==> config.mk <==
export PLATFORM = sky130hd
export DESIGN_NAME = json_string_unescape_flat
export DESIGN_NICKNAME = d
export VERILOG_FILES = /design/src/design/jsu_pkg.sv /design/src/design/jsu_stream_if.sv /design/src/design/jsu_front.sv /design/src/design/jsu_queue.sv /design/src/design/jsu_back.sv /design/src/design/json_string_unescape.sv /design/src/flat_wrapper.sv
export SDC_FILE = /design/constraint.sdc
export NUM_CORES = 1
export LEC_CHECK = 0
export CORE_MARGIN = 2
export CORE_UTILIZATION = 51
export DETAILED_ROUTE_END_ITERATION = 10
export DONT_BUFFER_PORTS = 1
export GPL_ROUTABILITY_DRIVEN = 0
export PLACE_DENSITY = 0.66
export RECOVER_POWER = 100
export SLEW_MARGIN = 5
export SYNTH_ARGS = -nofsm -noshare
export SYNTH_HDL_FRONTEND = slang
export SYNTH_SLANG_ARGS = --single-unit
==> constraint.sdc <==
create_clock -name clk -period 12.42 [get_ports clk]
set_clock_uncertainty 0.15 [all_clocks]
set_input_delay 0.621 -clock clk [delete_from_list [all_inputs] [get_ports clk]]
set_output_delay 0.621 -clock clk [all_outputs]
set_load 0.005 [all_outputs]
==> src/design/jsu_pkg.sv <==
// shared types, codes and the utf-8 encoder of the json string unescaper
// no dependencies
package jsu_pkg;

  localparam int JSU_QUEUE_DEPTH = 4;

  typedef enum logic [1:0] {
    JSU_ST_DATA  = 2'd0,
    JSU_ST_CLOSE = 2'd1,
    JSU_ST_ERROR = 2'd2
  } jsu_status_t;

  typedef enum logic [2:0] {
    JSU_ERR_NONE         = 3'd0,
    JSU_ERR_NO_QUOTE     = 3'd1,
    JSU_ERR_BAD_ESCAPE   = 3'd2,
    JSU_ERR_BAD_HEX      = 3'd3,
    JSU_ERR_BAD_PAIR     = 3'd4,
    JSU_ERR_CONTROL      = 3'd5,
    JSU_ERR_UNTERMINATED = 3'd6
  } jsu_err_t;

  // all results caused by one input byte
  typedef struct packed {
    logic [3:0][7:0] data;
    logic [2:0]      ndata;
    logic            has_tail;
    jsu_status_t     tail_status;
    jsu_err_t        tail_code;
  } jsu_desc_t;

  typedef struct packed {
    logic [3:0][7:0] data;
    logic [2:0]      n;
  } jsu_utf8_t;

  function automatic jsu_utf8_t jsu_utf8_encode(input logic [20:0] cp);
    jsu_utf8_t e;
    e.data = '0;
    if (cp <= 21'h7f) begin
      e.data[0] = cp[7:0];
      e.n = 3'd1;
    end else if (cp <= 21'h7ff) begin
      e.data[0] = {3'b110, cp[10:6]};
      e.data[1] = {2'b10, cp[5:0]};
      e.n = 3'd2;
    end else if (cp <= 21'hffff) begin
      e.data[0] = {4'b1110, cp[15:12]};
      e.data[1] = {2'b10, cp[11:6]};
      e.data[2] = {2'b10, cp[5:0]};
      e.n = 3'd3;
    end else begin
      e.data[0] = {5'b11110, cp[20:18]};
      e.data[1] = {2'b10, cp[17:12]};
      e.data[2] = {2'b10, cp[11:6]};
      e.data[3] = {2'b10, cp[5:0]};
      e.n = 3'd4;
    end
    return e;
  endfunction

endpackage

==> src/design/jsu_stream_if.sv <==
// valid/ready channel interfaces for the input bytes and the results
// no dependencies
interface jsu_in_if;
  logic       valid;
  logic       ready;
  logic [7:0] in_byte;
  logic       is_last;
  modport source (output valid, in_byte, is_last, input ready);
  modport sink (input valid, in_byte, is_last, output ready);
endinterface

interface jsu_out_if;
  logic       valid;
  logic       ready;
  logic [7:0] out_byte;
  logic [1:0] status;
  logic [2:0] error_code;
  logic       last_of_run;
  modport source (output valid, out_byte, status, error_code, last_of_run, input ready);
  modport sink (input valid, out_byte, status, error_code, last_of_run, output ready);
endinterface

==> src/design/jsu_front.sv <==
// front end: accepts bytes, runs the string parser and builds one result descriptor
// per byte; depends on jsu_pkg and jsu_in_if
module jsu_front import jsu_pkg::*; (
  input  logic      clk,
  input  logic      rst_n,
  jsu_in_if.sink    in_chan,
  input  logic      q_full,
  output logic      push,
  output jsu_desc_t push_desc
);

  typedef enum logic [2:0] {
    PH_IDLE    = 3'd0,
    PH_BODY    = 3'd1,
    PH_ESC     = 3'd2,
    PH_HEX     = 3'd3,
    PH_HELD    = 3'd4,
    PH_HELD_BS = 3'd5,
    PH_HEX2    = 3'd6
  } phase_t;

  phase_t      phase_r, phase_nxt;
  logic [15:0] accum_r, accum_nxt;
  logic [1:0]  count_r, count_nxt;
  logic [9:0]  held_r, held_nxt;

  logic        accept;
  logic [7:0]  b;
  logic        hex_ok;
  logic [3:0]  hex_val;
  logic [15:0] accum_sh;
  logic        esc_ok;
  logic [7:0]  esc_val;
  logic        do_body, do_esc;
  logic        cp_en, ex_en, tail_en;
  logic [20:0] cp;
  logic [7:0]  ex;
  jsu_status_t tail_status;
  jsu_err_t    tail_code;
  jsu_utf8_t   enc;
  jsu_desc_t   desc;

  assign accept        = in_chan.valid && in_chan.ready;
  assign in_chan.ready = !q_full;
  assign b             = in_chan.in_byte;

  always_comb begin
    hex_ok  = 1'b1;
    hex_val = 4'd0;
    if (b >= "0" && b <= "9") begin
      hex_val = 4'(b - "0");
    end else if (b >= "a" && b <= "f") begin
      hex_val = 4'(b - "a" + 8'd10);
    end else if (b >= "A" && b <= "F") begin
      hex_val = 4'(b - "A" + 8'd10);
    end else begin
      hex_ok = 1'b0;
    end
  end

  assign accum_sh = {accum_r[11:0], hex_val};

  always_comb begin
    esc_ok  = 1'b1;
    esc_val = b;
    case (b)
      "\"", "\\", "/": esc_val = b;
      "b":             esc_val = 8'h08;
      "f":             esc_val = 8'h0c;
      "n":             esc_val = 8'h0a;
      "r":             esc_val = 8'h0d;
      "t":             esc_val = 8'h09;
      default:         esc_ok = 1'b0;
    endcase
  end

  always_comb begin
    phase_nxt   = phase_r;
    accum_nxt   = accum_r;
    count_nxt   = count_r;
    held_nxt    = held_r;
    do_body     = 1'b0;
    do_esc      = 1'b0;
    cp_en       = 1'b0;
    cp          = '0;
    ex_en       = 1'b0;
    ex          = '0;
    tail_en     = 1'b0;
    tail_status = JSU_ST_ERROR;
    tail_code   = JSU_ERR_NONE;

    case (phase_r)
      PH_BODY: do_body = 1'b1;
      PH_ESC:  do_esc = 1'b1;
      PH_HEX: begin
        if (!hex_ok) begin
          tail_en   = 1'b1;
          tail_code = JSU_ERR_BAD_HEX;
          phase_nxt = PH_IDLE;
        end else begin
          accum_nxt = accum_sh;
          count_nxt = count_r + 2'd1;
          if (count_r == 2'd3) begin
            if (accum_sh[15:10] == 6'b110110) begin
              held_nxt  = accum_sh[9:0];
              phase_nxt = PH_HELD;
            end else begin
              cp_en     = 1'b1;
              cp        = {5'd0, accum_sh};
              phase_nxt = PH_BODY;
            end
          end
        end
      end
      PH_HELD: begin
        if (b == "\\") begin
          phase_nxt = PH_HELD_BS;
        end else begin
          cp_en     = 1'b1;
          cp        = {5'd0, 6'b110110, held_r};
          phase_nxt = PH_BODY;
          do_body   = 1'b1;
        end
      end
      PH_HELD_BS: begin
        if (b == "u") begin
          phase_nxt = PH_HEX2;
          accum_nxt = '0;
          count_nxt = '0;
        end else begin
          cp_en     = 1'b1;
          cp        = {5'd0, 6'b110110, held_r};
          phase_nxt = PH_ESC;
          do_esc    = 1'b1;
        end
      end
      PH_HEX2: begin
        if (!hex_ok) begin
          tail_en   = 1'b1;
          tail_code = JSU_ERR_BAD_HEX;
          phase_nxt = PH_IDLE;
        end else begin
          accum_nxt = accum_sh;
          count_nxt = count_r + 2'd1;
          if (count_r == 2'd3) begin
            if (accum_sh[15:10] != 6'b110111) begin
              tail_en   = 1'b1;
              tail_code = JSU_ERR_BAD_PAIR;
              phase_nxt = PH_IDLE;
            end else begin
              cp_en     = 1'b1;
              cp        = 21'h10000 + {1'b0, held_r, accum_sh[9:0]};
              phase_nxt = PH_BODY;
            end
          end
        end
      end
      default: begin
        if (b == "\"") begin
          phase_nxt = PH_BODY;
        end else begin
          tail_en   = 1'b1;
          tail_code = JSU_ERR_NO_QUOTE;
          phase_nxt = PH_IDLE;
        end
      end
    endcase

    if (do_body) begin
      if (b == "\"") begin
        tail_en     = 1'b1;
        tail_status = JSU_ST_CLOSE;
        phase_nxt   = PH_IDLE;
      end else if (b == "\\") begin
        phase_nxt = PH_ESC;
      end else if (b < 8'h20) begin
        tail_en   = 1'b1;
        tail_code = JSU_ERR_CONTROL;
        phase_nxt = PH_IDLE;
      end else begin
        ex_en = 1'b1;
        ex    = b;
      end
    end

    if (do_esc) begin
      if (esc_ok) begin
        ex_en     = 1'b1;
        ex        = esc_val;
        phase_nxt = PH_BODY;
      end else if (b == "u") begin
        phase_nxt = PH_HEX;
        accum_nxt = '0;
        count_nxt = '0;
      end else begin
        tail_en   = 1'b1;
        tail_code = JSU_ERR_BAD_ESCAPE;
        phase_nxt = PH_IDLE;
      end
    end

    // end of message inside the string
    if (in_chan.is_last && phase_nxt != PH_IDLE) begin
      if (phase_nxt == PH_HELD || phase_nxt == PH_HELD_BS) begin
        cp_en = 1'b1;
        cp    = {5'd0, 6'b110110, held_nxt};
      end
      tail_en   = 1'b1;
      tail_code = JSU_ERR_UNTERMINATED;
      phase_nxt = PH_IDLE;
    end

    if (phase_nxt == PH_IDLE) begin
      accum_nxt = '0;
      count_nxt = '0;
      held_nxt  = '0;
    end
  end

  assign enc = jsu_utf8_encode(cp);

  always_comb begin
    desc.data        = cp_en ? enc.data : '0;
    desc.ndata       = cp_en ? enc.n : 3'd0;
    desc.has_tail    = tail_en;
    desc.tail_status = tail_status;
    desc.tail_code   = tail_code;
    if (ex_en) begin
      desc.data[desc.ndata[1:0]] = ex;
      desc.ndata                 = desc.ndata + 3'd1;
    end
  end

  assign push      = accept && (desc.ndata != 3'd0 || desc.has_tail);
  assign push_desc = desc;

  always_ff @(posedge clk) begin
    if (!rst_n) begin
      phase_r <= PH_IDLE;
      accum_r <= '0;
      count_r <= '0;
      held_r  <= '0;
    end else if (accept) begin
      phase_r <= phase_nxt;
      accum_r <= accum_nxt;
      count_r <= count_nxt;
      held_r  <= held_nxt;
    end
  end

endmodule

==> src/design/jsu_queue.sv <==
// descriptor queue between the parser front end and the result sequencer
// depends on jsu_pkg
module jsu_queue import jsu_pkg::*; #(
  parameter int DEPTH = JSU_QUEUE_DEPTH
) (
  input  logic      clk,
  input  logic      rst_n,
  input  logic      push,
  input  jsu_desc_t push_desc,
  input  logic      pop,
  output logic      full,
  output logic      empty,
  output jsu_desc_t head
);

  localparam int PW = (DEPTH > 1) ? $clog2(DEPTH) : 1;
  localparam int CW = $clog2(DEPTH + 1);

  jsu_desc_t       mem [DEPTH];
  logic [PW-1:0]   wr_ptr_r, rd_ptr_r;
  logic [CW-1:0]   count_r;
  logic            do_push, do_pop;

  assign full    = (count_r == CW'(DEPTH));
  assign empty   = (count_r == '0);
  assign do_push = push && !full;
  assign do_pop  = pop && !empty;
  assign head    = mem[rd_ptr_r];

  always_ff @(posedge clk) begin
    if (do_push) begin
      mem[wr_ptr_r] <= push_desc;
    end
  end

  always_ff @(posedge clk) begin
    if (!rst_n) begin
      wr_ptr_r <= '0;
      rd_ptr_r <= '0;
      count_r  <= '0;
    end else begin
      if (do_push) begin
        wr_ptr_r <= (wr_ptr_r == PW'(DEPTH - 1)) ? '0 : wr_ptr_r + PW'(1);
      end
      if (do_pop) begin
        rd_ptr_r <= (rd_ptr_r == PW'(DEPTH - 1)) ? '0 : rd_ptr_r + PW'(1);
      end
      if (do_push && !do_pop) begin
        count_r <= count_r + CW'(1);
      end else if (do_pop && !do_push) begin
        count_r <= count_r - CW'(1);
      end
    end
  end

endmodule

==> src/design/jsu_back.sv <==
// back end: walks the head descriptor one result per cycle into the output register
// while the output is not stalled; depends on jsu_pkg and jsu_out_if
module jsu_back import jsu_pkg::*; (
  input  logic      clk,
  input  logic      rst_n,
  input  logic      q_empty,
  input  jsu_desc_t head,
  output logic      pop,
  jsu_out_if.source out_chan
);

  logic [2:0]  idx_r;
  logic [2:0]  total;
  logic        load;
  logic        is_last;
  logic [7:0]  byte_sel;
  jsu_status_t st_sel;
  jsu_err_t    code_sel;

  logic        out_valid_r;
  logic [7:0]  out_byte_r;
  jsu_status_t status_r;
  jsu_err_t    code_r;
  logic        last_r;

  assign total   = head.ndata + {2'b00, head.has_tail};
  assign load    = (!out_valid_r || out_chan.ready) && !q_empty;
  assign is_last = (idx_r == total - 3'd1);
  assign pop     = load && is_last;

  always_comb begin
    if (idx_r < head.ndata) begin
      byte_sel = head.data[idx_r[1:0]];
      st_sel   = JSU_ST_DATA;
      code_sel = JSU_ERR_NONE;
    end else begin
      byte_sel = '0;
      st_sel   = head.tail_status;
      code_sel = head.tail_code;
    end
  end

  always_ff @(posedge clk) begin
    if (!rst_n) begin
      idx_r       <= '0;
      out_valid_r <= 1'b0;
    end else begin
      if (load) begin
        idx_r       <= is_last ? 3'd0 : idx_r + 3'd1;
        out_valid_r <= 1'b1;
      end else if (out_chan.ready) begin
        out_valid_r <= 1'b0;
      end
    end
  end

  always_ff @(posedge clk) begin
    if (load) begin
      out_byte_r <= byte_sel;
      status_r   <= st_sel;
      code_r     <= code_sel;
      last_r     <= is_last;
    end
  end

  assign out_chan.valid       = out_valid_r;
  assign out_chan.out_byte    = out_byte_r;
  assign out_chan.status      = status_r;
  assign out_chan.error_code  = code_r;
  assign out_chan.last_of_run = last_r;

endmodule

==> src/design/json_string_unescape.sv <==
// top level of the json string unescaper: parser front end, descriptor queue, result sequencer
// depends on jsu_pkg, jsu_stream_if, jsu_front, jsu_queue and jsu_back
// The block takes one byte of a message per cycle and decodes one JSON string
// literal, opening quote first, into UTF-8 bytes, followed by a close or an error
// result. Each accepted byte that causes results leaves a descriptor of its one to
// five results in a queue of QUEUE_DEPTH entries; the result sequencer sends one
// result per cycle through an output register while the output is not stalled. A
// byte is thus accepted every cycle while the queue has room, and a byte that yields
// n results leaves n transactions on the output side (a surrogate pair gives four
// bytes, a lone surrogate three). The first result of a byte goes through the queue
// memory and then the output register. No clearing pass is needed after reset.
module json_string_unescape import jsu_pkg::*; #(
  parameter int QUEUE_DEPTH = JSU_QUEUE_DEPTH
) (
  input  logic      clk,
  input  logic      rst_n,
  jsu_in_if.sink    in_chan,
  jsu_out_if.source out_chan
);

  logic      q_full, q_empty, push, pop;
  jsu_desc_t push_desc, head;

  jsu_front u_front (
    .clk       (clk),
    .rst_n     (rst_n),
    .in_chan   (in_chan),
    .q_full    (q_full),
    .push      (push),
    .push_desc (push_desc)
  );

  jsu_queue #(.DEPTH(QUEUE_DEPTH)) u_queue (
    .clk       (clk),
    .rst_n     (rst_n),
    .push      (push),
    .push_desc (push_desc),
    .pop       (pop),
    .full      (q_full),
    .empty     (q_empty),
    .head      (head)
  );

  jsu_back u_back (
    .clk      (clk),
    .rst_n    (rst_n),
    .q_empty  (q_empty),
    .head     (head),
    .pop      (pop),
    .out_chan (out_chan)
  );

endmodule

==> src/flat_wrapper.sv <==
// flat-port wrapper written by rule: the top's interface ports become plain ports
module json_string_unescape_flat import jsu_pkg::*;
#(
  parameter int QUEUE_DEPTH = JSU_QUEUE_DEPTH
)
  (clk, rst_n, in_chan_valid, in_chan_in_byte, in_chan_is_last, in_chan_ready, out_chan_valid, out_chan_out_byte, out_chan_status, out_chan_error_code, out_chan_last_of_run, out_chan_ready);
  jsu_in_if in_chan_i ();
  jsu_out_if out_chan_i ();
  input  logic clk;
  input  logic rst_n;
  input wire logic [$bits(in_chan_i.valid)-1:0] in_chan_valid;
  input wire logic [$bits(in_chan_i.in_byte)-1:0] in_chan_in_byte;
  input wire logic [$bits(in_chan_i.is_last)-1:0] in_chan_is_last;
  output wire logic [$bits(in_chan_i.ready)-1:0] in_chan_ready;
  output wire logic [$bits(out_chan_i.valid)-1:0] out_chan_valid;
  output wire logic [$bits(out_chan_i.out_byte)-1:0] out_chan_out_byte;
  output wire logic [$bits(out_chan_i.status)-1:0] out_chan_status;
  output wire logic [$bits(out_chan_i.error_code)-1:0] out_chan_error_code;
  output wire logic [$bits(out_chan_i.last_of_run)-1:0] out_chan_last_of_run;
  input wire logic [$bits(out_chan_i.ready)-1:0] out_chan_ready;
  assign in_chan_i.valid = in_chan_valid;
  assign in_chan_i.in_byte = in_chan_in_byte;
  assign in_chan_i.is_last = in_chan_is_last;
  assign in_chan_ready = in_chan_i.ready;
  assign out_chan_valid = out_chan_i.valid;
  assign out_chan_out_byte = out_chan_i.out_byte;
  assign out_chan_status = out_chan_i.status;
  assign out_chan_error_code = out_chan_i.error_code;
  assign out_chan_last_of_run = out_chan_i.last_of_run;
  assign out_chan_i.ready = out_chan_ready;
  json_string_unescape #(.QUEUE_DEPTH(QUEUE_DEPTH)) u_core (.clk(clk), .rst_n(rst_n), .in_chan(in_chan_i), .out_chan(out_chan_i));
endmodule
# Yosys cells after proc, flatten, opt, wreduce, memory -nomap -nowiden
# Memories as Yosys holds them, arrays and structs flattened. A register that Yosys moved wholly into a read port is not among the register bits.
# Cells that the tools add are included.
# word_totals
reg_bits	56
ramBits	164
memories	1
# mem_list
name	words	width	read_ports	rd_clocked_by_memory_dff	wr	line	source
u_core.u_queue.mem	4	41	1	1	1	jsu_queue.sv:19	jsu_desc_t mem [DEPTH];
# classes
add_sub_neg	15
n_lt_le_gt_ge	14
n_eq_ne	24
n_mux	136
n_reduce_logical	31
# ops
cell	count
16-bit 2-to-1 mux	12
21-bit 2-to-1 mux	5
3-bit 2-to-1 mux	28
21-bit case mux with 4 select lines	1
8-bit 2-to-1 mux	9
8-bit by 7-bit equality test with 1-bit output (second input constant)	7
10-bit 2-to-1 mux	5
1-bit 2-to-1 mux	40
8-bit case mux with 5 select lines	1
35-bit 2-to-1 mux	1
32-bit bitwise mux	1
32-bit 2-to-1 mux	1
16-bit case mux with 2 select lines	1
2-bit 2-to-1 mux	15
25-bit 2-to-1 mux	1
24-bit 2-to-1 mux	1
17-bit by 20-bit adder with 21-bit output (first input constant)	1
21-bit by 11-bit <= comparator with 1-bit output (second input constant)	1
21-bit by 16-bit <= comparator with 1-bit output (second input constant)	1
21-bit by 7-bit <= comparator with 1-bit output (second input constant)	1
19-bit 2-to-1 mux	1
3-bit equality test (second input constant)	6
8-bit binary-select mux with 2-bit select	1
8-bit demux with 2-bit select	1
38 further kinds	78

# Logic depth before layout (Yosys ltp)
# depth
ltp_word	35
depth_mapped	22

# By module
# A second synthesis with hierarchy kept.
# hier_totals
hier_cells	768
hier_area_um2	10597.7
# by_module_without_submodules
mod	instances	cells_each	area_each_um2	seq_area_each_um2
jsu_queue	1	266	6447.4	5104.9
jsu_front	1	428	3138.0	540.5
jsu_back	1	74	1012.2	500.5

# Least setup slack after synthesis
# No wires, ideal clock.
# synth_path
kind	input to register
start	in in_chan_in_byte[6]
end	mem u_core.u_queue.mem[3][0] (netlist name), enable pin
setup_time_ps	402
t_arrival_ps	4995
required_time_ps	11868
setup_slack_ps	6873
path_stages	16
n_path_buf	3
path_cell_list	buf_4 or3b_4 or4_4 a21oi_2 a221oi_1 or4_1 buf_2 and3_1 buf_2 o21ai_2 inv_1 ha_1 nand2b_1 a2111oi_4 o22ai_2 and2_1
# synth_via
elab_chain_len	29
word_cells_on_any_way	103
cone_classes	add/sub (2); order compare (10); eq/ne (11); mux (69); reduce/logical (11)
# synth_rtl
element	line	source
start, declared	flat_wrapper.sv:12	input wire logic [$bits(in_chan_i.in_byte)-1:0] in_chan_in_byte;
branches (longest 24 deep; another with 17-bit by 20-bit adder with 21-bit output)	-	
1-bit logical OR *	jsu_front.sv:234	assign push = accept && (desc.ndata != 3'd0 || desc.has_tail);
1-bit logical AND *	jsu_front.sv:234	
1-bit logical AND *	jsu_queue.sv:26	assign do_push = push && !full;
via u_core.u_queue.do_push	jsu_queue.sv:22	logic do_push, do_pop;
1-bit 2-to-1 mux *	jsu_queue.sv:31	if (do_push) begin
1-bit 2-to-1 mux (implied by the code) *	jsu_queue.sv:32	mem[wr_ptr_r] <= push_desc;
end, declared	jsu_queue.sv:19	
# Mark *: on every way through the listed nets, which the timed path passes.

# Worst setup path after layout
# layout_path
start	in in_chan_in_byte[1]
end	mem u_core.u_queue.mem[2][39] (netlist name), enable pin
# layout_via
elab_chain_len	29
word_cells_on_any_way	108
cone_classes	add/sub (7); order compare (10); eq/ne (11); mux (69); reduce/logical (11)
# layout_rtl
element	line
branches (longest 24 deep; another with 17-bit by 20-bit adder with 21-bit output)	-
1-bit logical OR *	jsu_front.sv:234
1-bit logical AND *	jsu_front.sv:234
1-bit logical AND *	jsu_queue.sv:26
via u_core.u_queue.do_push	jsu_queue.sv:22
1-bit 2-to-1 mux *	jsu_queue.sv:31
1-bit 2-to-1 mux (implied by the code) *	jsu_queue.sv:32
# Marked as above.

==> results_tabular.tex <==
\begin{tabular}{lr}
\hline
Metric & Value \\
\hline
\multicolumn{2}{l}{\textbf{Timing}} \\
\quad Slew margin rel. & -1.35 \\
\quad Final critical-path setup slack & 4.82 ns \\
\quad Final worst path period need & 7.60 ns \\
\quad Least-Margin Pin Slew & 3.53 ns \\
\quad Final Max Slew Viols & 211 \\
\quad Hold Vio Cnt, Final & 0 \\
\quad Final setup vio count & 0 \\
\quad Setup repair after global routing missed its margin & no \\
\quad Final period util & 0.612 \\
\quad Maximum clock rate & approximately 130 MHz \\
\quad Setup tns final & 0 ns \\
\multicolumn{2}{l}{\textbf{Setup path}} \\
\quad Critical path peak fanout & slightly above 40 \\
\quad Crit path kind & primary input to register \\
\quad Slowest stage cell on the critical path & and2\_0 \\
\quad Chain of cells forming the critical path & inv\_1 > ha\_1 > nor3b\_1 > nor4\_1 > nor2\_1 > nor4\_1 > nor2\_1 > a21oi\_1 > o21ai\_0 > inv\_1 > ha\_1 > nand2b\_1 > a2111oi\_0 > o22ai\_1 > and2\_0 \\
\quad Arrival time reported for the critical path endpoint & 7.50 ns \\
\quad Count of buffering cells on the critical path with inverters included & 2 \\
\quad Stages on the worst setup path & 15 \\
\quad Startpoint type of the worst setup path & primary input \\
\quad Sort of element at the end of the critical path & register \\
\quad Required @ worst endpoint & 12.32 ns \\
\quad Slowest Stage Delay on Critical Path & 2.28 ns \\
\quad Depth of the worst register-to-register path & 13 \\
\quad Worst path top cell family by delay & simple AND/OR/NAND/NOR gates \\
\multicolumn{2}{l}{\textbf{Hold path}} \\
\quad Type of the most critical hold path & primary input to register \\
\quad Number of cells on the worst hold path & 1 \\
\multicolumn{2}{l}{\textbf{Clock network}} \\
\quad Maximum level of the CTS H-tree & 1 \\
\quad Post-CTS Hold Buffers & 0 \\
\quad Post CTS Setup Buffer Count & 0 \\
\quad Number of buffers added by the clock tree synthesis step & 23 \\
\quad CTS Sinks & 218 \\
\quad CTS root buffer & clkbuf\_16 \\
\quad Insertion delay to the later sink of the worst-skew pair & 0.51 ns \\
\quad CTS tree & yes \\
\quad CTS-repair resized insts & 0 \\
\quad Clock-pin slew on the worst setup and hold paths & 0.06 ns \\
\quad Number of buffers between clock root and the deepest sink & 3 \\
\multicolumn{2}{l}{\textbf{Cells and area}} \\
\quad Number of antenna cells inserted & 0 \\
\quad Count of fill cells added during filler insertion & roughly 1,700 \\
\quad Area grow syn2layout & 7.53\% \\
\quad Fraction of layout cells with a size suffix above 1 & 0.123 \\
\quad Cell Count, Final, Fillers Out & $\sim$1,100 \\
\quad Total number of nets in the final design & 825 \\
\multicolumn{2}{l}{\textbf{Die}} \\
\quad Starting density of the core & 0.524 \\
\quad Boundary Pins & 29 \\
\quad Num rows & 52 \\
\quad DIE AREA & 22,200 um\^{}2 \\
\quad Die height & 149 um \\
\quad Std-Cell Core Area & 20,400 um\^{}2 \\
\quad Width of the die & 149 um \\
\multicolumn{2}{l}{\textbf{Power}} \\
\quad Total power & a little under 2 mW \\
\quad Reported leakage power & 3.89 nW \\
\quad Power Density & 169 nW/um\^{}2 \\
\quad Largest voltage drop on the vdd net & 0.0000997 V \\
\multicolumn{2}{l}{\textbf{GRT}} \\
\quad Aggregate global routing overflow & 0 \\
\quad Overall Global Routing Usage & 0.224 \\
\quad Antenna violations before repair & 0 \\
\quad Via count of the first global-routing pass & 6,875 \\
\quad Largest net degree at the start of global routing & 42 \\
\quad Wire length of the first global-routing pass & approximately 39,000 um \\
\multicolumn{2}{l}{\textbf{Yosys}} \\
\quad Dominant combinational cell family by area after synthesis & compound AO/OA/AOI/OAI gates \\
\quad Number of instances in the synthesized netlist & 804 \\
\quad Synthesized netlist net count & 839 \\
\quad Cell type contributing the most total cell area after synthesis & edfxtp\_1 \\
\quad Post-Synth Adder-Cell Area & 0.0264 \\
\quad Netlist area before placement & 10,700 um\^{}2 \\
\quad Library cells used by synthesis & 85 \\
\quad Sequential cell area fraction in the yosys report & 0.574 \\
\quad Top cell type's share of synthesized area & 0.499 \\
\quad Mean post-synth cell area & between 10 and 15 um\^{}2 \\
\quad Async set or reset register ratio after synthesis & 0 \\
\quad Prevailing post-synth register cell & edfxtp\_1 \\
\quad Multiplexer area fraction after synthesis & 0.114 \\
\quad Parity-gate share of the synthesized area counting xor and xnor cells & 0.00736 \\
\quad Library cell with the highest instance count after synthesis & edfxtp\_1 \\
\quad Post-synth EDFFs & 178 \\
\quad Ys Warns & 0 \\
\quad Commonest cells in the netlist & 178 x edfxtp\_1, 78 x nand2\_1, 49 x mux4\_2, 40 x dfxtp\_1, 36 x o21ai\_0 \\
\quad Area fraction in compound gates after synthesis & 0.136 \\
\quad Simple-gate share of the synthesized area & 0.118 \\
\quad Biggest area contributors in the synthesized netlist & edfxtp\_1 50\%, mux4\_2 10\%, dfxtp\_1 7.5\% \\
\quad Number of storage elements in the synthesis netlist & between 200 and 250 \\
\multicolumn{2}{l}{\textbf{Run}} \\
\quad Max\_cap viols & 6 \\
\multicolumn{2}{l}{\textbf{Routing}} \\
\quad Routed met3 length & 1800 um \\
\quad Highest metal layer with signal wires & met4 \\
\quad Total via count after detailed routing & approximately 7,100 \\
\quad Vias per inst & 6.59 \\
\quad Violation count after the first detailed-routing iteration & 803 \\
\quad Post-route antenna net violation count & 0 \\
\quad Routed metal-1 wirelength & 10,300 um \\
\quad Routed wire length & 24,500 um \\
\quad Remaining routing DRC violations & 0 \\
\quad Number of detailed-routing iterations run before antenna repair & 5 \\
\quad Wire length on met2 & 11,600 um \\
\quad Routed wirelength normalized by instance count & 22.7 um \\
\multicolumn{2}{l}{\textbf{Place}} \\
\quad HPWL after detailed placement & 16,200 um \\
\quad Minimum setup slack after placement & 6.43 ns \\
\quad Cell count after placement & 1,035 \\
\quad Buffers on Ports & 0 \\
\multicolumn{2}{l}{\textbf{Run status}} \\
\quad Status & finished, violations left \\
\quad Violated checks & max-capacitance violations, max-slew violations \\
\hline
\end{tabular}
layout by cell type (no fill, tap or decap), drive strengths merged, types with 22 or more instances in the layout:
master  Yosys  layout
mux4       49      49
nor2       33      33
dfxtp      40      40
clkbuf     33      38
edfxtp    178     178
nand2      79      79
nor2b      22      22
a21oi      26      26
o21ai      41      41
inv        19      22
path summary, 6_finish.rpt:
path,slack (ns),endpoint,from
max,4.82,u_core.u_queue.mem[2][39]$_DFFE_PP_,in_chan_in_byte[1]
min reg2reg,0.35,u_core.u_front.count_r[1]$_SDFFE_PN0P_,u_core.u_front.count_r[1]$_SDFFE_PN0P_
max reg2reg,4.96,u_core.u_queue.mem[2][39]$_DFFE_PP_,u_core.u_front.phase_r[0]$_SDFFE_PN0P_
min,0.10,u_core.u_front.held_r[1]$_SDFFE_PN0P_,rst_n
report_power, final:
group,total (mW),internal [mW],switching [mW]
registers,0.954,0.902,0.0515
logic,0.353,0.166,0.187
clock network,0.635,0.365,0.270
logic make-up (layout without fill, tap and decap cells):
logic type	Yosys count	after routing
fa+ha+maj	22	22
simple gates	237	237
buf+inv	62	65
mux	60	60
xor+xnor	9	9
compound gates	196	196
flops	218	218
flip-flops by register name, indices dropped and copies added, names as in the netlist, named ones only:
signal                              cells
u_core.u_front.accum_r                 12
u_core.u_back.out_chan.status           2
u_core.u_queue.mem                    164
u_core.u_front.count_r                  2
u_core.u_back.out_chan.valid            1
u_core.u_back.out_chan.error_code       3
u_core.u_back.out_chan.last_of_run      1
u_core.u_queue.wr_ptr_r                 2
u_core.u_queue.count_r                  3
u_core.u_queue.rd_ptr_r                 2
u_core.u_front.held_r                  10
u_core.u_front.phase_r                  3
u_core.u_back.idx_r                     3
u_core.u_back.out_chan.out_byte         8
per-layer routing:
| metal | vias up | track usage |
|---|---|---|
| met5 | - | 0 |
| met4 | 0 | 0.0676 |
| met3 | 62 | 0.0364 |
| met2 | 372 | 0.367 |
| met1 | 3514 | 0.313 |
| li1 | 3153 | - |
final cells by class:
type | count | area, um^2 | share of cell area
Multi-Input combinational cell | 524 | 4230 | 0.367
Timing Repair Buffer | 4 | 15.0 | 0.00130
Clock buffer | 34 | 647 | 0.0562
Tap cell | 270 | 338 | 0.0294
Clock inverter | 8 | 63.8 | 0.00554
Sequential cell | 218 | 6150 | 0.534
Inverter | 19 | 71.3 | 0.00620
through the flow:
| stage | hold slack, ns | area, um^2 | utilization |
|---|---|---|---|
| after floorplan | 0.303 | 10700 | - |
| after global placement | 0.318 | 10900 | 0.533 |
| after detailed placement | 0.334 | 10900 | 0.533 |
| after CTS | 0.0829 | 11600 | 0.568 |
| after global routing | 0.0818 | 11500 | 0.563 |
| final | 0.104 | 11500 | 0.563 |
(Power assumes the default switching activity.)
